===== config.mk =====
export PLATFORM = sky130hd
export DESIGN_NAME = tlik_div_cell
export DESIGN_NICKNAME = d
export VERILOG_FILES = /design/src/rtl/tlik_pkg.sv /design/src/rtl/tlik_div_cell.sv
export SDC_FILE = /design/constraint.sdc
export NUM_CORES = 1
export LEC_CHECK = 0
export BUFFER_PORTS_ARGS = -buffer_cell sky130_fd_sc_hd__buf_2
export CAP_MARGIN = 15
export CORE_AREA = 2 2 169 171
export CTS_CLUSTER_SIZE = 40
export DETAILED_ROUTE_END_ITERATION = 8
export DIE_AREA = 0 0 171 173
export GPL_ROUTABILITY_DRIVEN = 0
export GPL_TIMING_DRIVEN = 0
export SYNTH_ARGS = -nofsm -noshare
export SYNTH_HDL_FRONTEND = slang
export SYNTH_SLANG_ARGS = --single-unit

===== constraint.sdc =====
create_clock -name clk -period 3.17 [get_ports clk]
set_input_delay 0.1585 -clock clk [delete_from_list [all_inputs] [get_ports clk]]
set_output_delay 0.1585 -clock clk [all_outputs]
set_load 0.005 [all_outputs]

===== src/rtl/tlik_pkg.sv =====
package tlik_pkg;

  localparam int XW    = 24;   // target coordinate width, signed Q8.16
  localparam int LW    = 23;   // link length width, unsigned Q7.16
  localparam int SHW   = 23;   // shoulder angle width, signed Q3.20
  localparam int ELW   = 22;   // elbow angle width, unsigned Q2.20
  localparam int DENW  = 48;   // 2*L1*L2
  localparam int NUMW  = 49;   // law-of-cosines numerator and divider remainder
  localparam int QW    = 31;   // |cos2| in Q.30
  localparam int CSW   = 32;   // signed cos2 in Q2.30
  localparam int RADW  = 62;   // radicand of the sine, padded to an even width
  localparam int REMW  = 34;   // square root partial remainder
  localparam int KW    = 40;   // K1 and K2 in Q.30
  localparam int PW    = 64;   // shoulder vector components
  localparam int CW    = 44;   // CORDIC x and y
  localparam int ZW    = 35;   // CORDIC angle accumulator, Q.30 radians

  localparam int DIV_CELLS  = QW - 1;
  localparam int SQRT_CELLS = RADW / 2;
  localparam int NORM_CELLS = 24;
  // Register stages outside the CORDIC chain, from the input to the outputs.
  localparam int PIPE_FIXED = DIV_CELLS + SQRT_CELLS + NORM_CELLS + 9;

  localparam logic [0:0] REG_L1 = 1'b0;
  localparam logic [0:0] REG_L2 = 1'b1;

  localparam logic [RADW-1:0]    ONE_SQ    = RADW'(62'h1000_0000_0000_0000);
  localparam logic signed [PW-1:0] NORM_LIM  = 64'sh0000_0100_0000_0000;
  localparam logic signed [PW-1:0] NORM_NLIM = -64'sh0000_0100_0000_0000;
  localparam logic signed [ZW-1:0] PI_Q30    = 35'sd3373259426;
  localparam logic signed [ZW-1:0] NPI_Q30   = -35'sd3373259426;
  localparam logic signed [25:0]   ANG_MAX   = 26'sd3294199;
  localparam logic signed [25:0]   ANG_NMAX  = -26'sd3294199;

  typedef struct packed {
    logic                   reach;
    logic                   neg;
    logic signed [XW-1:0]   x;
    logic signed [XW-1:0]   y;
    logic signed [CSW-1:0]  c;
    logic [QW-1:0]          s;
  } side_t;

  typedef struct packed {
    logic reach;
    logic zero;
  } cflag_t;

  typedef struct packed {
    logic signed [CW-1:0] x;
    logic signed [CW-1:0] y;
    logic signed [ZW-1:0] z;
  } cvec_t;

  function automatic logic signed [ZW-1:0] atan_q30(input int i);
    logic signed [ZW-1:0] a;
    case (i)
      0:  a = 35'sd843314857;
      1:  a = 35'sd497837829;
      2:  a = 35'sd263043837;
      3:  a = 35'sd133525159;
      4:  a = 35'sd67021687;
      5:  a = 35'sd33543516;
      6:  a = 35'sd16775851;
      7:  a = 35'sd8388437;
      8:  a = 35'sd4194283;
      9:  a = 35'sd2097149;
      10: a = 35'sd1048576;
      11: a = 35'sd524288;
      12: a = 35'sd262144;
      13: a = 35'sd131072;
      14: a = 35'sd65536;
      15: a = 35'sd32768;
      16: a = 35'sd16384;
      17: a = 35'sd8192;
      18: a = 35'sd4096;
      19: a = 35'sd2048;
      20: a = 35'sd1024;
      21: a = 35'sd512;
      22: a = 35'sd256;
      23: a = 35'sd128;
      24: a = 35'sd64;
      25: a = 35'sd32;
      26: a = 35'sd16;
      27: a = 35'sd8;
      28: a = 35'sd4;
      29: a = 35'sd2;
      30: a = 35'sd1;
      default: a = 35'sd0;
    endcase
    return a;
  endfunction

endpackage


===== src/rtl/tlik_div_cell.sv =====
module tlik_div_cell (
  input  logic                          clk,
  input  logic                          rst_n,
  input  logic [tlik_pkg::DENW-1:0]     den,
  input  logic                          valid_in,
  input  tlik_pkg::side_t               side_in,
  input  logic [tlik_pkg::NUMW-1:0]     rem_in,
  input  logic [tlik_pkg::QW-1:0]       quo_in,
  output logic                          valid_out,
  output tlik_pkg::side_t               side_out,
  output logic [tlik_pkg::NUMW-1:0]     rem_out,
  output logic [tlik_pkg::QW-1:0]       quo_out
);
  import tlik_pkg::*;

  logic [NUMW-1:0] rem_sh;
  logic            ge;
  logic            valid_r;
  side_t           side_r;
  logic [NUMW-1:0] rem_r, rem_nxt;
  logic [QW-1:0]   quo_r, quo_nxt;

  // One restoring division step: shift in a zero, subtract the divisor if it fits.
  always_comb begin
    rem_sh  = {rem_in[NUMW-2:0], 1'b0};
    ge      = rem_sh >= {1'b0, den};
    rem_nxt = ge ? rem_sh - {1'b0, den} : rem_sh;
    quo_nxt = {quo_in[QW-2:0], ge};
  end

  always_ff @(posedge clk) begin
    if (!rst_n) begin
      valid_r <= 1'b0;
    end else begin
      valid_r <= valid_in;
    end
    side_r <= side_in;
    rem_r  <= rem_nxt;
    quo_r  <= quo_nxt;
  end

  assign valid_out = valid_r;
  assign side_out  = side_r;
  assign rem_out   = rem_r;
  assign quo_out   = quo_r;
endmodule


==> metrics.csv <==
stage,metric,value,unit
setup_path,cp_num_cells,12,
grt,grt_pass1_vias,8118,
clocking,cts_sinks,194,
status,status,completed,
detailed_routing,vias,8019,
clocking,clkSlewWorstSetupHoldPaths,0.08,ns
place,dp_slack,-0.0883,ns
clocking,ctsRootBufferMaster,clkbuf_16,
sta,setup_slack,0.176,ns
setup_path,critical_path.max_stage_delay,0.54,ns
setup_path,cp_max_fo,10,
synth,ys_warn_count,0,
grt,grt_overflow,0,
flow_run,drv_cap,0,
setup_path,crit_path_start_kind,input pin,
sta,hold_violations,0,
place,dp_hpwl,24500,um
power,leakage,6.21,nW
sta,timing.hold.ws,0.0373,ns
synth,synth_edf_count,0,
clocking,ctsHtreeMaxLevel,4,
power,power,6.41,mW
detailed_routing,via_per_inst,4.40,
clocking,max-clock-path-buffers,2,
setup_path,critPathArrivalTime,3.31,ns
cells_and_area,stdcell_count,1821,
min_path,min-delay-start,rem_in[24],
power,power.density,501,mW/mm^2
clocking,cts_tree,built,
sta,relSlewSlack,57.1,%
synth,synth.distinct_cells,61,
setup_path,crit_type,input pin to flop,
floorplan,die_w,171,um
synth,ys_seq_elements,194,
floorplan,io-pin-count,438,
sta,final-setup-viol-count,0,
sta,fin_crit,2.99,ns
sta,max_freq,0.334,GHz
clocking,cts_buffers,17,
synth,async_reset_ff_share,0,%
grt,antenna_found_initial,6,
setup_path,end_kind,flop,
floorplan,fp-row-count,61,
grt,grt_pass1_wl,47000,um
detailed_routing,wl_per_cell,17.8,um
cells_and_area,drive_above_1_share,35.5,%
detailed_routing,drt_iter0_drc,457,
sta,slew_violations,0,
setup_path,cp_top_family,compound AO/OA/AOI/OAI gates,
floorplan,die_h,173,um
setup_path,crit_slowest_cell,dlygate4sd3_1,
place,place_inst,1595,
detailed_routing,postRouteAntennaNets,0,
detailed_routing,drc,0,
place,portBuffers,435,
setup_path,required,3.49,ns
setup_path,cp_num_buf_inv,4,
synth,syn_nets,1075,
cells_and_area,nNetsFinal,1720,
cells_and_area,syn_to_final_growth,68.8,%
setup_path,crit_path_frequent_cell,buf_6,
sta,period_share,94.4,%
setup_path,crit_chain,dlygate4sd3_1 -> buf_2 -> ha_2 -> nand2_2 -> o211ai_1 -> a21oi_1 -> or3_1 -> o21ai_4 -> a41oi_4 -> buf_6 -> buf_6 -> o31ai_1,
synth,netlist_instances,782,
floorplan,start_util,27.4,%
detailed_routing,detail_route.wirelength,32400,um
grt,grt_max_degree,21,
detailed_routing,firstDrtPassIters,4,
grt,track_usage,21.3,%
synth,syn_area_per_cell,9.69,um^2
sta,tightest_slew,0.639,ns
min_path,hold-path-endpoint,rem_out[25],
floorplan,die_area,0.0296,mm^2
synth,netlist_area,0.00757,mm^2
min_path,hold_depth,3,
synth,synthFlopType,dfxtp_1,
floorplan,core,0.0276,mm^2
power,ir_worst_vdd,261,uV
sta,rsz0062_at_grt,false,
min_path,hold_path.class,input pin to flop,
synth,seq_area_frac_synth,51.3,%
## cells in the mapped netlist (9+ instances only)
master	instances	share of area (%)
a211oi_1	11	1.1
ha_1	48	7.9
clkbuf_1	10	0.50
o31ai_1	15	1.5
inv_1	66	3.3
nand2_1	85	4.2
o21bai_1	9	0.89
xor2_1	12	1.4
nand2b_1	9	0.74
a21o_1	21	2.1
nand4_1	11	0.91
a31oi_1	9	0.74
nor2_1	32	1.6
a21oi_1	52	3.4
o21ai_0	64	4.2
xnor2_1	19	2.2
dfxtp_1	194	51
## metal layers
| layer | up-vias | global-route usage, % | wire length [um] |
|---|---|---|---|
| li1 | 4016 | - | - |
| met1 | 3678 | 25.9 | 14000 |
| met2 | 285 | 36.1 | 15500 |
| met3 | 34 | 6.18 | 2280 |
| met4 | 6 | 6.18 | 558 |
| met5 | - | 0 | 30 |
## flip-flops by register name, indices dropped and copies added, names as in the netlist
register / flops
side_out: 113
quo_out: 31
rem_out: 49
valid_out: 1
## per-stage QoR
| step | instance area, um^2 | utilization, % | TNS (ns) |
|---|---|---|---|
| 3_3_place_gp | 10200 | 37.0 | -0.901 |
| 2_1_floorplan | 7570 | - | 0 |
| 4_1_cts | 12700 | 46.0 | 0 |
| 3_5_place_dp | 10200 | 37.0 | -0.377 |
| 5_1_grt | 12800 | 46.3 | 0 |
| 6_report | 12800 | 46.3 | 0 |
## area by class of cell
type                    instances  area (um^2)
diodes                          3         7.51
plain buffers                  19          110
clock buffers                  18          429
clock inverters                14          156
fillers                      2700        14800
inverters                      67          251
multi-input cells             500         3370
flip-flops and latches        194         3880
well taps                     378          473
repair buffers                628         4100
## worst max-delay path by stage
| stage | slack [ns] | to | start |
|---|---|---|---|
| 3_5_place_dp | -0.09 | rem_out[13] | den[8] |
| 2_1_floorplan | 0.68 | rem_out[21] | den[8] |
| 3_3_place_gp | -0.13 | rem_out[19] | den[8] |
| 4_1_cts | 0.006 | rem_out[40] | rem_in[10] |
| 6_report | 0.18 | rem_out[41] | rem_in[14] |
| 5_1_grt | 0.007 | rem_out[42] | rem_in[10] |
## cell families after synthesis
| logic type | count (synthesis) | synth area share, % |
|---|---|---|
| adder cells (fa/ha/maj) | 49 | 8.19 |
| multiplexers | 4 | 0.595 |
| buffers and inverters | 88 | 4.84 |
| AO/OA/AOI/OAI | 230 | 20.0 |
| XOR/XNOR | 31 | 3.58 |
| flip-flops | 194 | 51.3 |
| AND/OR/NAND/NOR | 186 | 11.5 |
## layout by cell type (no fill, tap or decap), types with 14 or more instances in the layout
cell,count
ha_1,47
dlygate4sd3_1,190
nor2_1,32
o31ai_1,14
o21ai_0,64
clkbuf_16,17
xnor2_1,19
inv_1,66
a21o_1,21
nand2_1,85
a21oi_1,51
dfxtp_1,194
buf_2,440
## power by group
group / total, mW / internal, mW / leakage [nW] / switching (mW)
Combinational: 1.50 / 0.732 / 4.29 / 0.767
Sequential: 2.72 / 2.67 / 1.64 / 0.0584
Clock: 2.19 / 1.07 / 0.284 / 1.12
Total: 6.41 / 4.46 / 6.21 / 1.95
## repair_timing
action	in CTS	in global routing
endpoints found under the hold margin	189	0
hold buffers	190	0
gates resized for setup	0	13
setup buffers	0	3
setup endpoints to repair	0	42
Note: power is estimated with default switching activity, not from simulation.
