### src/rtl/tlik_pkg.sv
package tlik_pkg;

  localparam int XW    = 24;   // target coordinate width, signed Q8.16
  localparam int LW    = 23;   // link length width, unsigned Q7.16
  localparam int SHW   = 23;   // shoulder angle width, signed Q3.20
  localparam int ELW   = 22;   // elbow angle width, unsigned Q2.20
  localparam int DENW  = 48;   // 2*L1*L2
  localparam int NUMW  = 49;   // law-of-cosines numerator and divider remainder
  localparam int QW    = 31;   // |cos2| in Q.30
  localparam int CSW   = 32;   // signed cos2 in Q2.30
  localparam int RADW  = 62;   // radicand of the sine, padded to an even width
  localparam int REMW  = 34;   // square root partial remainder
  localparam int KW    = 40;   // K1 and K2 in Q.30
  localparam int PW    = 64;   // shoulder vector components
  localparam int CW    = 44;   // CORDIC x and y
  localparam int ZW    = 35;   // CORDIC angle accumulator, Q.30 radians

  localparam int DIV_CELLS  = QW - 1;
  localparam int SQRT_CELLS = RADW / 2;
  localparam int NORM_CELLS = 24;
  // Register stages outside the CORDIC chain, from the input to the outputs.
  localparam int PIPE_FIXED = DIV_CELLS + SQRT_CELLS + NORM_CELLS + 9;

  localparam logic [0:0] REG_L1 = 1'b0;
  localparam logic [0:0] REG_L2 = 1'b1;

  localparam logic [RADW-1:0]    ONE_SQ    = RADW'(62'h1000_0000_0000_0000);
  localparam logic signed [PW-1:0] NORM_LIM  = 64'sh0000_0100_0000_0000;
  localparam logic signed [PW-1:0] NORM_NLIM = -64'sh0000_0100_0000_0000;
  localparam logic signed [ZW-1:0] PI_Q30    = 35'sd3373259426;
  localparam logic signed [ZW-1:0] NPI_Q30   = -35'sd3373259426;
  localparam logic signed [25:0]   ANG_MAX   = 26'sd3294199;
  localparam logic signed [25:0]   ANG_NMAX  = -26'sd3294199;

  typedef struct packed {
    logic                   reach;
    logic                   neg;
    logic signed [XW-1:0]   x;
    logic signed [XW-1:0]   y;
    logic signed [CSW-1:0]  c;
    logic [QW-1:0]          s;
  } side_t;

  typedef struct packed {
    logic reach;
    logic zero;
  } cflag_t;

  typedef struct packed {
    logic signed [CW-1:0] x;
    logic signed [CW-1:0] y;
    logic signed [ZW-1:0] z;
  } cvec_t;

  function automatic logic signed [ZW-1:0] atan_q30(input int i);
    logic signed [ZW-1:0] a;
    case (i)
      0:  a = 35'sd843314857;
      1:  a = 35'sd497837829;
      2:  a = 35'sd263043837;
      3:  a = 35'sd133525159;
      4:  a = 35'sd67021687;
      5:  a = 35'sd33543516;
      6:  a = 35'sd16775851;
      7:  a = 35'sd8388437;
      8:  a = 35'sd4194283;
      9:  a = 35'sd2097149;
      10: a = 35'sd1048576;
      11: a = 35'sd524288;
      12: a = 35'sd262144;
      13: a = 35'sd131072;
      14: a = 35'sd65536;
      15: a = 35'sd32768;
      16: a = 35'sd16384;
      17: a = 35'sd8192;
      18: a = 35'sd4096;
      19: a = 35'sd2048;
      20: a = 35'sd1024;
      21: a = 35'sd512;
      22: a = 35'sd256;
      23: a = 35'sd128;
      24: a = 35'sd64;
      25: a = 35'sd32;
      26: a = 35'sd16;
      27: a = 35'sd8;
      28: a = 35'sd4;
      29: a = 35'sd2;
      30: a = 35'sd1;
      default: a = 35'sd0;
    endcase
    return a;
  endfunction

endpackage

### src/rtl/tlik_cordic_cell.sv
module tlik_cordic_cell #(
  parameter int STAGE = 0
) (
  input  logic                clk,
  input  logic                rst_n,
  input  logic                valid_in,
  input  tlik_pkg::cflag_t    flag_in,
  input  tlik_pkg::cvec_t     el_in,
  input  tlik_pkg::cvec_t     sh_in,
  output logic                valid_out,
  output tlik_pkg::cflag_t    flag_out,
  output tlik_pkg::cvec_t     el_out,
  output tlik_pkg::cvec_t     sh_out
);
  import tlik_pkg::*;

  localparam logic signed [ZW-1:0] ATAN = atan_q30(STAGE);

  logic   valid_r;
  cflag_t flag_r;
  cvec_t  el_r, el_nxt, sh_r, sh_nxt;

  // Vectoring micro-rotation: steer y toward zero, y >= 0 counts as positive.
  function automatic cvec_t rotate(input cvec_t v);
    cvec_t o;
    if (v.y >= 0) begin
      o.x = v.x + (v.y >>> STAGE);
      o.y = v.y - (v.x >>> STAGE);
      o.z = v.z + ATAN;
    end else begin
      o.x = v.x - (v.y >>> STAGE);
      o.y = v.y + (v.x >>> STAGE);
      o.z = v.z - ATAN;
    end
    return o;
  endfunction

  always_comb begin
    el_nxt = rotate(el_in);
    sh_nxt = rotate(sh_in);
  end

  always_ff @(posedge clk) begin
    if (!rst_n) begin
      valid_r <= 1'b0;
    end else begin
      valid_r <= valid_in;
    end
    flag_r <= flag_in;
    el_r   <= el_nxt;
    sh_r   <= sh_nxt;
  end

  assign valid_out = valid_r;
  assign flag_out  = flag_r;
  assign el_out    = el_r;
  assign sh_out    = sh_r;
endmodule

### config.mk
export PLATFORM = sky130hd
export DESIGN_NAME = tlik_cordic_cell
export DESIGN_NICKNAME = d
export VERILOG_FILES = /design/src/rtl/tlik_pkg.sv /design/src/rtl/tlik_cordic_cell.sv
export SDC_FILE = /design/constraint.sdc
export NUM_CORES = 1
export LEC_CHECK = 0
export BUFFER_PORTS_ARGS = -buffer_cell sky130_fd_sc_hd__clkbuf_2
export CAP_MARGIN = 20
export CORE_ASPECT_RATIO = 2
export CORE_MARGIN = 3
export CORE_UTILIZATION = 53
export DETAILED_ROUTE_END_ITERATION = 16
export MAX_ROUTING_LAYER = met4
export PLACE_DENSITY = 0.74
export SYNTH_ARGS = -nofsm -noshare
export SYNTH_HDL_FRONTEND = slang
export SYNTH_SLANG_ARGS = --single-unit
### constraint.sdc
create_clock -name clk -period 7.98 [get_ports clk]
set_input_delay 0.399 -clock clk [delete_from_list [all_inputs] [get_ports clk]]
set_output_delay 0.399 -clock clk [all_outputs]
set_load 0.005 [all_outputs]
==> metrics, run 1 <==
post-synth top area cell=dfxtp_1; Peak Freq=242 MHz; power per cell area=179 mW/mm^2; Flop pwr share=0.328; RSZ-0062 raised after global routing=no; Design Power=4.96 mW; peak supply drop=178 uV; Pins Over Slew Limit=0; async set-reset flop share out of synthesis=0; initial antenna violation count=16; post-synthesis cell count=3243; Clock Power Share=0.246; setup ws final=3.84 ns; Final Hold Fails=0; Ports=500; Die Height=308 um; Seq cells post-synth=247; crit path launch type=primary input; most common cell in the netlist=a21oi_1; post-DP HPWL=79.2 mm; TritonCTS Buffers=25; Synth top cells by count=a21oi_1 (415), ha_1 (290), inv_1 (284); layout net count=4151; CTS tree=yes; max incr delay on CP=0.72 ns; CTS resizes=0; Setup Viol. Count Final=0; Cell Rows=110; Post-CTS Setup Bufs=0; Crit path max-delay family=compound AO/OA/AOI/OAI gates; area grow syn2layout=14.1%; Tightest Pin Transition=1.07 ns; port bufs=499; share of cells above drive strength 1=0.163; crit-path max FO=74; ys flop type=dfxtp_1; Initial Util=0.537; gr ovfl total=0; sw power=1.98 mW; Worst Path Arrival=4.60 ns; die footprint=0.0485 mm^2; core area=0.0451 mm^2; placed cell count=4135; final instance area=0.0276 mm^2; CTS Buffer Depth=3; first-pass GRT wire length=145 mm; Ys Warns=0; Synth Net Count=3790; drt total wl=97.4 mm; Unique masters post-synth=91; top cells by area, synth=dfxtp_1 (20%), ha_1 (15%), a21oi_1 (8.6%), xnor2_1 (7.1%), inv_1 (4.4%); switch share=0.398; fin crit period=4.14 ns; hold depth=2; vias in the first global route=25751; Critical Setup Path Class=primary input to register; Max-Cap Viols=0; CP endpoint kind=register; Crit. path cell count=13; Syn Area/Cell=7.47 um^2; Fillers=4360; Cell Area, Synth=0.0242 mm^2; top-area cell type share of the netlist area=0.204; register area=0.00494 mm^2; final hold slack=0.0280 ns; multi-input logic area=0.0175 mm^2; Final Cycle Share=0.519; pre-CTS setup slack=3.31 ns; fin util=0.612; WL/cell=23.2 um; Worst path slowest cell=clkinv_2; placed cell area=0.0268 mm^2; Global Route Usage Sum=0.395; DRT iter0 DRCs=1993; CP required=8.44 ns; logic gate share of total power=0.426; GPL Wtd Cong=1.06; Int Pwr=2.98 mW; drt pass-1 iters=6; outcome=finished clean; Vias per Instance=6.17; chip width=157 um; final instance count without filler cells=4198; CP Buf/Inv Count=2; routed via count=25893; worst path cell trace=buf_4, clkinv_2, ha_1, maj3_1, a311o_1, a21oi_1, o21ai_1, o21ai_1, a31oi_1, maj3_1, a31oi_2, o211ai_1, xnor2_1; root buffer cell=clkbuf_16; remaining antenna violation count=0; largest net degree at the start of global routing=94; DRC=0; clk sink count=247; number of flops mapped to enable cells by yosys=0; Reg clk slew, reported paths=0.07 ns; Worst slew margin=0.282; register area share after synthesis=0.204; htree depth=1; leakage power=13.2 nW; Min-Delay Path Class=primary input to register; final setup TNS=0 ns
## sequential cells by signal, indices dropped and copies added, names as in the netlist
signal / flops
el_out: 122
sh_out: 122
flag_out: 2
valid_out: 1
## power groups by stage
stage	Clock [mW]	Sequential [mW]	Combinational, mW
finish	1.22	1.63	2.11
global route	1.27	1.65	2.28
CTS	1.23	1.63	2.07
detailed placement	0	1.65	2.06
global placement	0	1.65	2.06
floorplan	0	1.66	1.19
## worst paths after layout
path / start / endpoint / slack, ns
hold / removal: sh_in[34] / sh_out[34]$_DFF_P_ / 0.03
setup / recovery: sh_in[78] / sh_out[31]$_DFF_P_ / 3.84
## metal layers
layer,wire length (um),track usage,vias up
met5,0,-,-
li1,-,-,12218
met1,31200,0.350,11971
met2,50500,0.720,1223
met4,9290,0.300,0
met3,6430,0.0753,481
## kinds of logic (layout without fill, tap and decap cells)
kind of cell,after synthesis,count (layout),synth area share
AOI/OAI and AO/OA,1161,1161,0.303
xor gates and xnor gates,254,254,0.0918
adders and majority gates,299,299,0.156
buffers and inverters,471,850,0.0754
DFF,247,247,0.204
muxes,46,46,0.0190
other,0,16,0
and+or+nand+nor,765,765,0.151
## placed cells by master (no fill, tap or decap), types with 26 or more instances in the layout
master / count
o21a_1: 31
o21bai_1: 90
dfxtp_1: 247
o31ai_1: 39
inv_1: 284
a21o_1: 74
o211ai_1: 30
mux2i_1: 46
nand2b_1: 31
a31oi_1: 31
o21ai_1: 31
xor2_1: 57
nor4_1: 26
xnor2_1: 197
nand3_1: 41
a21oi_1: 415
nor3_1: 59
a211oi_1: 26
o21ai_0: 201
clkbuf_2: 497
nand4_1: 49
nor2_1: 227
nand2_1: 200
ha_1: 290
nor2b_1: 31
## layout make-up
class | count | share of cell area
Multi-Input combinational cell | 2525 | 0.631
Sequential cell | 247 | 0.179
Timing Repair Buffer | 509 | 0.0934
Inverter | 296 | 0.0402
Tap cell | 560 | 0.0253
Clock buffer | 31 | 0.0249
Clock inverter | 14 | 0.00425
Antenna cell | 16 | 0.00145
## repair_timing
item | in CTS | in global routing
setup endpoints to repair | 0 | 0
endpoints found under the hold margin | 2 | 0
hold buffers | 2 | 0
Power figures use the tool's default switching activity.
==> run 2, diff against run 1 <==
--- a/config.mk
+++ b/config.mk
@@ -9,10 +9,10 @@
 export CAP_MARGIN = 20
 export CORE_ASPECT_RATIO = 2
 export CORE_MARGIN = 3
-export CORE_UTILIZATION = 53
+export CORE_UTILIZATION = 52
 export DETAILED_ROUTE_END_ITERATION = 16
 export MAX_ROUTING_LAYER = met4
-export PLACE_DENSITY = 0.74
+export PLACE_DENSITY = 0.75
 export SYNTH_ARGS = -nofsm -noshare
 export SYNTH_HDL_FRONTEND = slang
 export SYNTH_SLANG_ARGS = --single-unit
==> constraint.sdc (replaced) <==
create_clock -name clk -period 3.3 [get_ports clk]
set_input_delay 0.165 -clock clk [delete_from_list [all_inputs] [get_ports clk]]
set_output_delay 0.165 -clock clk [all_outputs]
set_load 0.005 [all_outputs]
==> metrics, run 2 (synthesized netlist as in run 1, its figures left out) <==
outcome=finished clean (unchanged); DRT iter0 DRCs=2026 (was 1993); layout net count=4476 (was 4151); fin crit period=3.10 ns; Die Height=311 um (was 308 um); chip width=159 um (was 157 um); first-pass GRT wire length=152 mm (was 145 mm); TritonCTS Buffers=26 (was 25); Reg clk slew, reported paths=0.07 ns (about the same); CP required=3.82 ns (was 8.44 ns); Min-Delay Path Class=primary input to register (unchanged); share of cells above drive strength 1=0.227 (was 0.163); WL/cell=22.1 um (was 23.2 um); hold depth=3 (was 2); most frequent cells in the layout=clkbuf_2 (497), a21oi_1 (412), buf_4 (299) (was clkbuf_2 (497), a21oi_1 (415), ha_1 (290)); peak supply drop=431 uV (was 178 uV); Critical Setup Path Class=primary input to register (unchanged); final instance area=0.0304 mm^2 (was 0.0276 mm^2); Vias per Instance=5.94 (was 6.17); GPL Wtd Cong=1.08 (was 1.06); final setup TNS=0 ns (unchanged); CTS tree=yes (unchanged); area grow syn2layout=25.5% (was 14.1%); core area=0.0460 mm^2 (was 0.0451 mm^2); RSZ-0062 raised after global routing=no (unchanged); Max-Cap Viols=0 (unchanged); DRC=0 (unchanged); Post-CTS Setup Bufs=0 (unchanged); initial antenna violation count=19 (was 16); commonest non-fill, non-tap cell in the layout=clkbuf_2 (unchanged); power per cell area=418 mW/mm^2 (was 179 mW/mm^2); Tightest Pin Transition=0.929 ns (was 1.07 ns); vias in the first global route=28059 (was 25751); Peak Freq=323 MHz; crit-path max FO=3 (was 74); Global Route Usage Sum=0.405 (was 0.395); root buffer cell=clkbuf_16 (unchanged); drt pass-1 iters=6 (unchanged); Final Hold Fails=0 (unchanged); leakage power=14.8 nW (was 13.2 nW); Hold Path Sink=el_out[28]$_DFF_P_ (was sh_out[34]$_DFF_P_); largest net degree at the start of global routing=82 (was 94); crit path launch type=primary input (unchanged); Cell Rows=111 (was 110); Ports=500 (unchanged); port bufs=499 (unchanged); die footprint=0.0494 mm^2 (was 0.0485 mm^2); post-DP HPWL=82.6 mm (was 79.2 mm); htree depth=1 (unchanged); remaining antenna violation count=0 (unchanged); Hold Path Origin=el_in[28] (was sh_in[34]); Pins Over Slew Limit=0 (unchanged); drt total wl=101 mm (was 97.4 mm); Worst Path Arrival=3.62 ns (was 4.60 ns); clk sink count=247 (unchanged); CTS Buffer Depth=3 (unchanged); routed via count=27256 (was 25893); Setup Viol. Count Final=0 (unchanged); Worst slew margin=0.381 (was 0.282); placed cell area=0.0291 mm^2 (was 0.0268 mm^2); gr ovfl total=0 (unchanged); Initial Util=0.527 (was 0.537); Final Cycle Share=0.939; CP endpoint kind=register (unchanged)
-- run 2: changes by cell type in the layout (fill, tap and decap cells not counted), moves of 2 or more --
cell,change
a21oi_1,-3
a21oi_2,+3
buf_4,+289
clkbuf_1,+3
clkbuf_16,+2
diode_2,+3
dlygate4sd3_1,+34
ha_1,-3
ha_2,+3
o2111ai_1,-2
o2111ai_2,+2
o221ai_1,-2
o221ai_2,+2
-- run 2: timing repair --
action	CTS	global route
hold buffers	36	0
endpoints found under the hold margin	37	0
resized for setup	0	5
endpoints found under the setup margin	0	7
-- run 2: critical path, cell delays in order --
cell and delay [ns]:
clkbuf_2 0.10, dlygate4sd3_1 0.55, ha_1 0.22, fa_1 0.41, nand2b_1 0.18, o221ai_2 0.22
a221oi_1 0.12, buf_4 0.17, o2111ai_1 0.30, nand3_1 0.21, buf_4 0.18, a31oi_1 0.31
a2111oi_0 0.13, a21oi_1 0.20, xnor2_1 0.14
-- run 2: where the power goes --
group	switching, mW	leakage [nW]	internal [mW]
clock network	1.39	0.413	1.72
logic	3.26	12.3	2.39
registers	0.278	2.08	3.68
-- run 2: metrics by stage --
| stage | cells | setup WS [ns] | hold WS [ns] | total power, mW | utilization |
|---|---|---|---|---|---|
| floorplan | 3243 | -0.0476 | 0.193 | 6.93 | - |
| global route | 4588 | 0.0314 | 0.0239 | 13.4 | 0.661 |
| detailed placement | 4486 | -0.214 | 0.270 | 9.48 | 0.633 |
| global placement | 4486 | -0.225 | 0.268 | 9.46 | 0.633 |
| finish | 4588 | 0.200 | 0.00717 | 12.7 | 0.661 |
| CTS | 4569 | 0.118 | 0.000740 | 12.6 | 0.660 |
-- run 2: final cells by class --
class	instances	area, um^2
multi-input combinational	2525	17500
clock buffer	35	736
antenna	19	47.5
sequential	247	4940
tap	621	777
fill	4196	15600
timing repair buffer	833	5110
clock inverter	12	128
inverter	296	1110
-- run 2: per-layer routing --
| metal | vias up | track usage | routed length (um) |
|---|---|---|---|
| li1 | 12873 | - | - |
| met1 | 12463 | 0.352 | 31700 |
| met2 | 1354 | 0.716 | 51300 |
| met3 | 566 | 0.0838 | 7360 |
| met4 | 0 | 0.348 | 10800 |
| met5 | - | - | 0 |
-- run 2: worst max-delay path by stage --
stage	from	end	slack, ns
after floorplan	sh_in[78]	sh_out[26]$_DFF_P_	-0.05
after global placement	el_in[35]	el_out[71]$_DFF_P_	-0.22
after detailed placement	el_in[49]	el_out[71]$_DFF_P_	-0.21
after CTS	sh_in[79]	sh_out[75]$_DFF_P_	0.12
after global routing	el_in[36]	el_out[111]$_DFF_P_	0.03
final	sh_in[79]	sh_out[65]$_DFF_P_	0.20
