File: src/rtl/tlik_pkg.sv
package tlik_pkg;

  localparam int XW    = 24;   // target coordinate width, signed Q8.16
  localparam int LW    = 23;   // link length width, unsigned Q7.16
  localparam int SHW   = 23;   // shoulder angle width, signed Q3.20
  localparam int ELW   = 22;   // elbow angle width, unsigned Q2.20
  localparam int DENW  = 48;   // 2*L1*L2
  localparam int NUMW  = 49;   // law-of-cosines numerator and divider remainder
  localparam int QW    = 31;   // |cos2| in Q.30
  localparam int CSW   = 32;   // signed cos2 in Q2.30
  localparam int RADW  = 62;   // radicand of the sine, padded to an even width
  localparam int REMW  = 34;   // square root partial remainder
  localparam int KW    = 40;   // K1 and K2 in Q.30
  localparam int PW    = 64;   // shoulder vector components
  localparam int CW    = 44;   // CORDIC x and y
  localparam int ZW    = 35;   // CORDIC angle accumulator, Q.30 radians

  localparam int DIV_CELLS  = QW - 1;
  localparam int SQRT_CELLS = RADW / 2;
  localparam int NORM_CELLS = 24;
  // Register stages outside the CORDIC chain, from the input to the outputs.
  localparam int PIPE_FIXED = DIV_CELLS + SQRT_CELLS + NORM_CELLS + 9;

  localparam logic [0:0] REG_L1 = 1'b0;
  localparam logic [0:0] REG_L2 = 1'b1;

  localparam logic [RADW-1:0]    ONE_SQ    = RADW'(62'h1000_0000_0000_0000);
  localparam logic signed [PW-1:0] NORM_LIM  = 64'sh0000_0100_0000_0000;
  localparam logic signed [PW-1:0] NORM_NLIM = -64'sh0000_0100_0000_0000;
  localparam logic signed [ZW-1:0] PI_Q30    = 35'sd3373259426;
  localparam logic signed [ZW-1:0] NPI_Q30   = -35'sd3373259426;
  localparam logic signed [25:0]   ANG_MAX   = 26'sd3294199;
  localparam logic signed [25:0]   ANG_NMAX  = -26'sd3294199;

  typedef struct packed {
    logic                   reach;
    logic                   neg;
    logic signed [XW-1:0]   x;
    logic signed [XW-1:0]   y;
    logic signed [CSW-1:0]  c;
    logic [QW-1:0]          s;
  } side_t;

  typedef struct packed {
    logic reach;
    logic zero;
  } cflag_t;

  typedef struct packed {
    logic signed [CW-1:0] x;
    logic signed [CW-1:0] y;
    logic signed [ZW-1:0] z;
  } cvec_t;

  function automatic logic signed [ZW-1:0] atan_q30(input int i);
    logic signed [ZW-1:0] a;
    case (i)
      0:  a = 35'sd843314857;
      1:  a = 35'sd497837829;
      2:  a = 35'sd263043837;
      3:  a = 35'sd133525159;
      4:  a = 35'sd67021687;
      5:  a = 35'sd33543516;
      6:  a = 35'sd16775851;
      7:  a = 35'sd8388437;
      8:  a = 35'sd4194283;
      9:  a = 35'sd2097149;
      10: a = 35'sd1048576;
      11: a = 35'sd524288;
      12: a = 35'sd262144;
      13: a = 35'sd131072;
      14: a = 35'sd65536;
      15: a = 35'sd32768;
      16: a = 35'sd16384;
      17: a = 35'sd8192;
      18: a = 35'sd4096;
      19: a = 35'sd2048;
      20: a = 35'sd1024;
      21: a = 35'sd512;
      22: a = 35'sd256;
      23: a = 35'sd128;
      24: a = 35'sd64;
      25: a = 35'sd32;
      26: a = 35'sd16;
      27: a = 35'sd8;
      28: a = 35'sd4;
      29: a = 35'sd2;
      30: a = 35'sd1;
      default: a = 35'sd0;
    endcase
    return a;
  endfunction

endpackage

File: src/rtl/tlik_sqrt_cell.sv
module tlik_sqrt_cell (
  input  logic                          clk,
  input  logic                          rst_n,
  input  logic                          valid_in,
  input  tlik_pkg::side_t               side_in,
  input  logic [tlik_pkg::RADW-1:0]     rad_in,
  input  logic [tlik_pkg::QW-1:0]       res_in,
  input  logic [tlik_pkg::REMW-1:0]     rem_in,
  output logic                          valid_out,
  output tlik_pkg::side_t               side_out,
  output logic [tlik_pkg::RADW-1:0]     rad_out,
  output logic [tlik_pkg::QW-1:0]       res_out,
  output logic [tlik_pkg::REMW-1:0]     rem_out
);
  import tlik_pkg::*;

  logic [REMW-1:0] rem_t, trial;
  logic            ge;
  logic            valid_r;
  side_t           side_r;
  logic [RADW-1:0] rad_r;
  logic [QW-1:0]   res_r, res_nxt;
  logic [REMW-1:0] rem_r, rem_nxt;

  // One result bit per cell: bring down the next two radicand bits and try 4*res+1.
  always_comb begin
    rem_t   = {rem_in[REMW-3:0], rad_in[RADW-1:RADW-2]};
    trial   = REMW'({res_in, 2'b01});
    ge      = rem_t >= trial;
    rem_nxt = ge ? rem_t - trial : rem_t;
    res_nxt = {res_in[QW-2:0], ge};
  end

  always_ff @(posedge clk) begin
    if (!rst_n) begin
      valid_r <= 1'b0;
    end else begin
      valid_r <= valid_in;
    end
    side_r <= side_in;
    rad_r  <= {rad_in[RADW-3:0], 2'b00};
    res_r  <= res_nxt;
    rem_r  <= rem_nxt;
  end

  assign valid_out = valid_r;
  assign side_out  = side_r;
  assign rad_out   = rad_r;
  assign res_out   = res_r;
  assign rem_out   = rem_r;
endmodule

File: config.mk
export PLATFORM = sky130hd
export DESIGN_NAME = tlik_sqrt_cell
export DESIGN_NICKNAME = d
export VERILOG_FILES = /design/src/rtl/tlik_pkg.sv /design/src/rtl/tlik_sqrt_cell.sv
export SDC_FILE = /design/constraint.sdc
export NUM_CORES = 1
export LEC_CHECK = 0
export ABC_AREA = 0
export BUFFER_PORTS_ARGS = -buffer_cell sky130_fd_sc_hd__buf_2
export CELL_PAD_IN_SITES_DETAIL_PLACEMENT = 1
export CELL_PAD_IN_SITES_GLOBAL_PLACEMENT = 1
export CORE_AREA = 2 2 187 189
export CTS_CLUSTER_DIAMETER = 40
export CTS_CLUSTER_SIZE = 10
export DETAILED_ROUTE_END_ITERATION = 16
export DIE_AREA = 0 0 189 191
export HOLD_SLACK_MARGIN = 0.1
export PLACE_DENSITY = 0.6
export SETUP_SLACK_MARGIN = 0.1
export SLEW_MARGIN = 20
export SYNTH_ARGS = -nofsm -noshare
export SYNTH_HDL_FRONTEND = slang
export SYNTH_SLANG_ARGS = --single-unit
File: constraint.sdc
create_clock -name clk -period 2.8 [get_ports clk]
set_clock_uncertainty 0.15 [all_clocks]
set_input_delay 0.14 -clock clk [delete_from_list [all_inputs] [get_ports clk]]
set_output_delay 0.14 -clock clk [all_outputs]
set_load 0.02 [all_outputs]
==> results.sh, run 1 <==
export IMPL_yosys_warnings=0
export IMPL_ys_seq_area_frac=0.6723
export IMPL_die_w_um=189
export IMPL_syn_avg_cell_area_sq_um=11.72
export IMPL_synth_edf_count=0
export IMPL_synth_top_cells_by_count="dfxtp_1 (239), a21oi_1 (63), inv_1 (43), ha_1 (33), nor2_1 (32)"
export IMPL_io_buffers=479
export IMPL_ys_top_cells_by_area="dfxtp_1 (67%), ha_1 (5.8%), a21oi_1 (4.4%)"
export IMPL_outcome="did not finish"
export IMPL_die_h_um=191
export IMPL_dpl_hpwl_mm=23.33
export IMPL_cts_resized=0
export IMPL_ys_flop_type="dfxtp_1"
export IMPL_syn_area_sq_mm=0.007117
export IMPL_cts_sinks=239
export IMPL_synth_most_common_cell="dfxtp_1"
export IMPL_rows=68
export IMPL_synth_top_area_frac=0.6723
export IMPL_failing_step="4_1_cts"
export IMPL_h_tree_depth=2
export IMPL_cts_root_buf="clkbuf_16"
export IMPL_place_inst=1557
export IMPL_place_gp_congestion=0.8078
export IMPL_synth_cells=607
export IMPL_postPlaceCellArea_sq_mm=0.01026
export IMPL_ys_ff_latch=239
export IMPL_start_util=0.2086
export IMPL_ctsHoldBuffers=327
export IMPL_synthArstFlopShare=0
export IMPL_ys_types=51
export IMPL_firstError="[ERROR RSZ-0060] Max buffer count reached."
export IMPL_yosysTopAreaCell="dfxtp_1"
export IMPL_ios=484
export IMPL_numCtsBuffers=41
export IMPL_cts_buffer_depth=3
export IMPL_post_cts_repair_setup_buffers=0
per-stage QoR:
step / TNS [ns] / setup slack (ns) / hold WS, ns
floorplan: 0 / 0.2887 / 0.01772
global placement: 0 / 0.03556 / 0.09263
detailed placement: -0.0002562 / -0.0002562 / 0.09385
cells by family after synthesis:
group	after synthesis	synth area share
AND/OR/NAND/NOR	104	0.06769
XOR/XNOR	28	0.03446
adder cells (fa/ha/maj)	33	0.05802
other	1	0.0005269
buffers and inverters	58	0.03569
multiplexers	8	0.01266
AO/OA/AOI/OAI	136	0.1187
flip-flops	239	0.6723
==> run 2, diff against run 1 <==
==> config.mk (replaced) <==
export PLATFORM = sky130hd
export DESIGN_NAME = tlik_sqrt_cell
export DESIGN_NICKNAME = d
export VERILOG_FILES = /design/src/rtl/tlik_pkg.sv /design/src/rtl/tlik_sqrt_cell.sv
export SDC_FILE = /design/constraint.sdc
export NUM_CORES = 1
export LEC_CHECK = 0
export ABC_AREA = 0
export BUFFER_PORTS_ARGS = -buffer_cell sky130_fd_sc_hd__buf_2
export CORE_AREA = 2 2 190 192
export DETAILED_ROUTE_END_ITERATION = 16
export DIE_AREA = 0 0 192 194
export PLACE_DENSITY_LB_ADDON = 0.15
export SLEW_MARGIN = 20
export SYNTH_ARGS = -nofsm -noshare
export SYNTH_HDL_FRONTEND = slang
export SYNTH_SLANG_ARGS = --single-unit
==> run 2 against run 1 <==
Against the previous run:
- the flow now finishes without violations
- area after synthesis did not move
- synthesized cell count did not move
==> results.sh, run 2 <==
export IMPL_fin_crit_ns=2.686
export IMPL_min_path_type="in2reg"
export IMPL_critical_path_max_fanout=4
export IMPL_startpoint_type="input port"
export IMPL_setup_viol=0
export IMPL_io_buffers=479
export IMPL_syn_to_final_growth_pct=92.76
export IMPL_die_area_sq_mm=0.03725
export IMPL_grt_overflow_total=0
export IMPL_crit_top_cell="a21o_1"
export IMPL_final_common_cell="buf_2"
export IMPL_required_ns=3.10
export IMPL_finalWorstSetupSlack_ns=0.1141
export IMPL_drt_pre_antenna_iters=4
export IMPL_crit_type="in2reg"
export IMPL_largest_register_ffs=113
export IMPL_yosys_warnings=0
export IMPL_grt_usage=0.1546
export IMPL_synthArstFlopShare=0
export IMPL_setup_tns_ns=0
export IMPL_grt_max_degree=22
export IMPL_top_layer="met5"
export IMPL_die_h_um=194
export IMPL_cp_end_kind="flip-flop"
export IMPL_fin_crit_sh=0.9593
export IMPL_synth_mux_area_frac=0.01266
export IMPL_place_gp_congestion=0.9012
export IMPL_ys_types=51
export IMPL_synth_top_family_by_area="compound AO/OA/AOI/OAI gates"
export IMPL_cts_sinks=239
export IMPL_ir_drop_mv=0.4910
export IMPL_synth_top_cells_by_count="dfxtp_1 (239), a21oi_1 (63), inv_1 (43), ha_1 (33), nor2_1 (32)"
export IMPL_syn_area_sq_mm=0.007117
export IMPL_vias_per_cell=3.864
export IMPL_cts_buffer_depth=3
export IMPL_clk_pin_slew_ns=0.06
export IMPL_start_util=0.2020
export IMPL_h_tree_depth=1
export IMPL_pre_cts_slack_ns=-0.01769
export IMPL_numCtsBuffers=27
export IMPL_synth_edf_count=0
export IMPL_dr_wl_met3_mm=2.352
export IMPL_slowest_stage="dlygate4sd3_1"
export IMPL_hold_viol=0
export IMPL_wl_per_cell_um=16.46
export IMPL_ios=484
export IMPL_synth_most_common_cell="dfxtp_1"
export IMPL_outcome="completed"
export IMPL_crit_arrival_ns=2.98
export IMPL_routedLengthMet1_mm=12.14
export IMPL_yosys_area_share_simple=0.06769
export IMPL_ys_flop_type="dfxtp_1"
export IMPL_dr_wl_met2_mm=15.04
export IMPL_cts_root_buf="clkbuf_16"
export IMPL_grt_pass1_wl_mm=43.69
export IMPL_num_vias=7144
export IMPL_cts_tree="yes"
export IMPL_crit_chain="dlygate4sd3_1, buf_2, inv_1, ha_4, a21o_1, a21o_1, a211o_1, a311o_1, o21ai_4, a21oi_2, or3_1, a31o_1"
export IMPL_antenna_found_initial=3
export IMPL_nets=1643
export IMPL_synthXorXnorAreaFrac=0.03446
export IMPL_synth_top_area_frac=0.6723
export IMPL_drt_iter0_drc=151
export IMPL_finalWirelength_mm=30.44
export IMPL_coreArea_sq_mm=0.03522
export IMPL_drc_errors=0
export IMPL_power_density_mw_per_mm2=682.1
export IMPL_synth_compound_area_frac=0.1187
export IMPL_drive_above_1_share=0.4113
export IMPL_layout_common_cells="buf_2 (479), dlygate4sd3_1 (241), dfxtp_1 (239)"
export IMPL_p_leak_nw=6.631
export IMPL_fmax_mhz=372.3
export IMPL_ys_ff_latch=239
export IMPL_ys_top_cells_by_area="dfxtp_1 (67%), ha_1 (5.8%), a21oi_1 (4.4%)"
export IMPL_detail_route_antenna_nets=0
export IMPL_dpl_hpwl_mm=23.32
export IMPL_final_max_slew_violation_count=0
export IMPL_first_global_vias=7569
export IMPL_rows=69
export IMPL_yosysTopAreaCell="dfxtp_1"
export IMPL_syn_avg_cell_area_sq_um=11.72
export IMPL_cap_violations=0
export IMPL_max_stage_delay_ns=0.53
export IMPL_synthAdderAreaFrac=0.05802
export IMPL_ys_seq_area_frac=0.6723
export IMPL_synth_cells=607
export IMPL_die_w_um=192
run 2: metal layers:
layer,vias up,track usage
li1,3572,-
met1,3256,0.1732
met2,263,0.2797
met3,49,0.04615
met4,4,0.04580
met5,-,0
run 2: metrics by stage:
stage          hold slack, ns  instance area (sq um)  utilization  std cells  total power, mW
3_3_place_gp          0.09206                  10200       0.2895       1556            5.258
4_1_cts               0.02730                  13590       0.3859       1845            9.493
5_1_grt               0.04371                  13720       0.3894       1848            9.803
2_1_floorplan         0.01772                   7121            -        608            4.600
3_5_place_dp          0.09365                  10200       0.2895       1556            5.249
6_report              0.06761                  13720       0.3895       1849            9.358
run 2: final timing paths:
kind  startpoint          end  slack (ns)  cells past startpoint
max   res_in[14]  rem_out[31]        0.11                     12
min   rad_in[29]  rad_out[31]        0.07                      2
run 2: cell families (layout without fill, tap and decap cells):
logic type               after synthesis  after routing
flip-flops                           239            239
AO/OA/AOI/OAI                        136            136
AND/OR/NAND/NOR                      104            104
buffers and inverters                 58            836
adder cells (fa/ha/maj)               33             33
XOR/XNOR                              28             28
multiplexers                           8              8
other                                  1              4
run 2: report_power, final:
group          switching, mW  internal, mW  total [mW]
combinational          0.961         0.794        1.75
sequential            0.0640          3.66        3.72
clock                   1.47          2.41        3.88
run 2: critical path: cells and delay by family:
kind | cells | cell delay, ns
and+or+nand+nor | 1 | 0.31
adders and majority gates | 1 | 0.22
AOI/OAI and AO/OA | 7 | 1.57
buffers and inverters | 3 | 0.74
run 2: layout make-up:
type                    count  area (sq um)
clock buffers              34         732.0
flip-flops and latches    239          4785
fillers                  3551         21510
inverters                  43         161.4
multi-input cells         311          2181
diodes                      2         5.005
clock inverters            14         250.2
well taps                 461         576.8
repair buffers            745          5027
run 2: repair_timing:
| action | in CTS | in global routing |
|---|---|---|
| buffers inserted | 0 | 1 |
| hold buffers | 241 | 0 |
| endpoints found under the hold margin | 239 | 0 |
| resized for setup | 0 | 15 |
| endpoints found under the setup margin | 0 | 28 |
(Power assumes the default switching activity.)
==> run 3, diff against run 2 <==
--- a/config.mk
+++ b/config.mk
@@ -7,6 +7,7 @@
 export LEC_CHECK = 0
 export ABC_AREA = 0
 export BUFFER_PORTS_ARGS = -buffer_cell sky130_fd_sc_hd__buf_2
+export CAP_MARGIN = 15
 export CORE_AREA = 2 2 190 192
 export DETAILED_ROUTE_END_ITERATION = 16
 export DIE_AREA = 0 0 192 194
==> constraint.sdc (replaced) <==
create_clock -name clk -period 2.8 [get_ports clk]
set_clock_uncertainty 0.15 [all_clocks]
set_input_delay 0.42 -clock clk [delete_from_list [all_inputs] [get_ports clk]]
set_output_delay 0.42 -clock clk [all_outputs]
set_load 0.02 [all_outputs]
==> run 3 against run 2 <==
Against the previous run:
- flip-flop and latch count unchanged
- setup slack worse by 0.0067 ns
- total power down 1.4%
- largest power group is now registers
==> results.sh, run 3 (synthesis gave the netlist of run 2 again) <==
export IMPL_crit_arrival_ns=2.96
export IMPL_startpoint_type="input port"
export IMPL_cts_root_buf="clkbuf_16"
export IMPL_h_tree_depth=1
export IMPL_grt_max_degree=17
export IMPL_critical_path_max_fanout=4
export IMPL_die_w_um=192
export IMPL_ios=484
export IMPL_crit_type="in2reg"
export IMPL_start_util=0.2020
export IMPL_pwr_share_seq=0.404
export IMPL_die_h_um=194
export IMPL_outcome="completed"
export IMPL_p_int_mw=6.759
export IMPL_fin_crit_sh=0.9616
export IMPL_drive_above_1_share=0.4516
export IMPL_min_path_type="in2reg"
export IMPL_drt_iter0_drc=178
export IMPL_drc_errors=0
export IMPL_detail_route_antenna_nets=0
export IMPL_drt_pre_antenna_iters=5
export IMPL_nets=1692
export IMPL_p_leak_nw=6.896
export IMPL_grt_pass1_wl_mm=44.40
export IMPL_io_buffers=479
export IMPL_place_gp_congestion=0.8793
export IMPL_num_vias=7287
export IMPL_wl_per_cell_um=16.16
export IMPL_numCtsBuffers=27
export IMPL_syn_to_final_growth_pct=99.17
export IMPL_coreArea_sq_mm=0.03522
export IMPL_die_area_sq_mm=0.03725
export IMPL_power_switching_mw=2.471
export IMPL_clk_pin_slew_ns=0.06
export IMPL_dpl_hpwl_mm=23.44
export IMPL_final_common_cell="buf_2"
export IMPL_setup_viol=0
export IMPL_first_global_vias=7751
export IMPL_rows=69
export IMPL_setup_tns_ns=0
export IMPL_layout_common_cells="buf_2 (478), dfxtp_1 (239), dlygate4sd3_1 (229)"
export IMPL_power_density_mw_per_mm2=651.1
export IMPL_grt_usage=0.1560
export IMPL_ir_drop_mv=0.5388
export IMPL_finalWirelength_mm=30.73
export IMPL_cts_tree="yes"
export IMPL_hold_viol=0
export IMPL_grt_overflow_total=0
export IMPL_pwr_share_comb=0.205
export IMPL_required_ns=3.06
export IMPL_largest_register_ffs=113
export IMPL_cap_violations=0
export IMPL_clkPwrFrac=0.392
export IMPL_fin_crit_ns=2.693
export IMPL_power_mw=9.230
export IMPL_swShare=0.2677
export IMPL_cts_buffer_depth=3
export IMPL_antenna_found_initial=4
export IMPL_min_from="rem_in[13]"
export IMPL_final_max_slew_violation_count=0
export IMPL_startpoint="res_in[16]"
export IMPL_cp_end_kind="flip-flop"
export IMPL_fmax_mhz=371.4
export IMPL_cts_sinks=239
export IMPL_vias_per_cell=3.833
run 3: cell count changes in the layout (fill, tap and decap cells not counted), sizes merged:
cell	delta
buf	+59
bufinv	-4
clkbuf	+8
clkinv	-1
clkinvlp	-1
diode	+1
dlygate4sd3	-12
dlymetal6s4s	+1
inv	+1
run 3: final timing paths:
| kind | endpoint | slack [ns] | cells past startpoint |
|---|---|---|---|
| setup / recovery | rem_out[25] | 0.11 | 13 |
| hold / removal | rem_out[15] | 0.03 | 3 |
run 3: power by group through the flow:
| stage | sequential, mW | combinational [mW] | clock (mW) |
|---|---|---|---|
| after floorplan | 4.13 | 0.465 | 0 |
| after CTS | 3.73 | 1.83 | 3.75 |
| after detailed placement | 3.80 | 1.55 | 0 |
| final | 3.73 | 1.89 | 3.61 |
| after global placement | 3.80 | 1.56 | 0 |
| after global routing | 3.75 | 2.05 | 3.90 |
run 3: critical path: stages:
cell,delay [ns]
dlygate4sd3_1,0.53
buf_2,0.13
inv_1,0.10
ha_4,0.23
buf_4,0.15
a21oi_1,0.15
o41ai_2,0.09
a31o_2,0.23
a31o_2,0.26
nand3_1,0.08
nand4b_1,0.13
xor2_1,0.18
mux2_2,0.27
run 3: per-layer routing:
layer | vias up | part of all wire | GRT usage
met5 | - | 0.00081 | 0
met4 | 4 | 0.033 | 0.05739
met3 | 62 | 0.079 | 0.04434
met2 | 274 | 0.49 | 0.2784
met1 | 3276 | 0.39 | 0.1749
li1 | 3671 | - | -
run 3: cell type report:
cell class | instances | area (sq um)
fillers | 3491 | 21050
diodes | 3 | 7.507
clock inverters | 9 | 111.4
flip-flops and latches | 239 | 4785
inverters | 43 | 161.4
multi-input cells | 311 | 2313
well taps | 461 | 576.8
repair buffers | 794 | 5401
clock buffers | 41 | 818.3
run 3: what timing repair did:
action	4_1_cts	5_1_grt
buffers inserted	0	5
hold buffers	230	0
gates resized for setup	0	40
endpoints found under the setup margin	0	34
endpoints found under the hold margin	229	0
run 3: stage by stage:
step                hold slack (ns)  worst slack (ns)  instances  utilization  area, sq um
global placement             0.3718           -0.2124       1612       0.3015        10620
detailed placement           0.3736           -0.2239       1612       0.3015        10620
finish                      0.03373            0.1074       1901       0.4024        14170
global route                0.03252         -0.005519       1900       0.4024        14170
CTS                        0.003150          0.009117       1892       0.3932        13850
floorplan                    0.2977          0.008675        608            -         7121
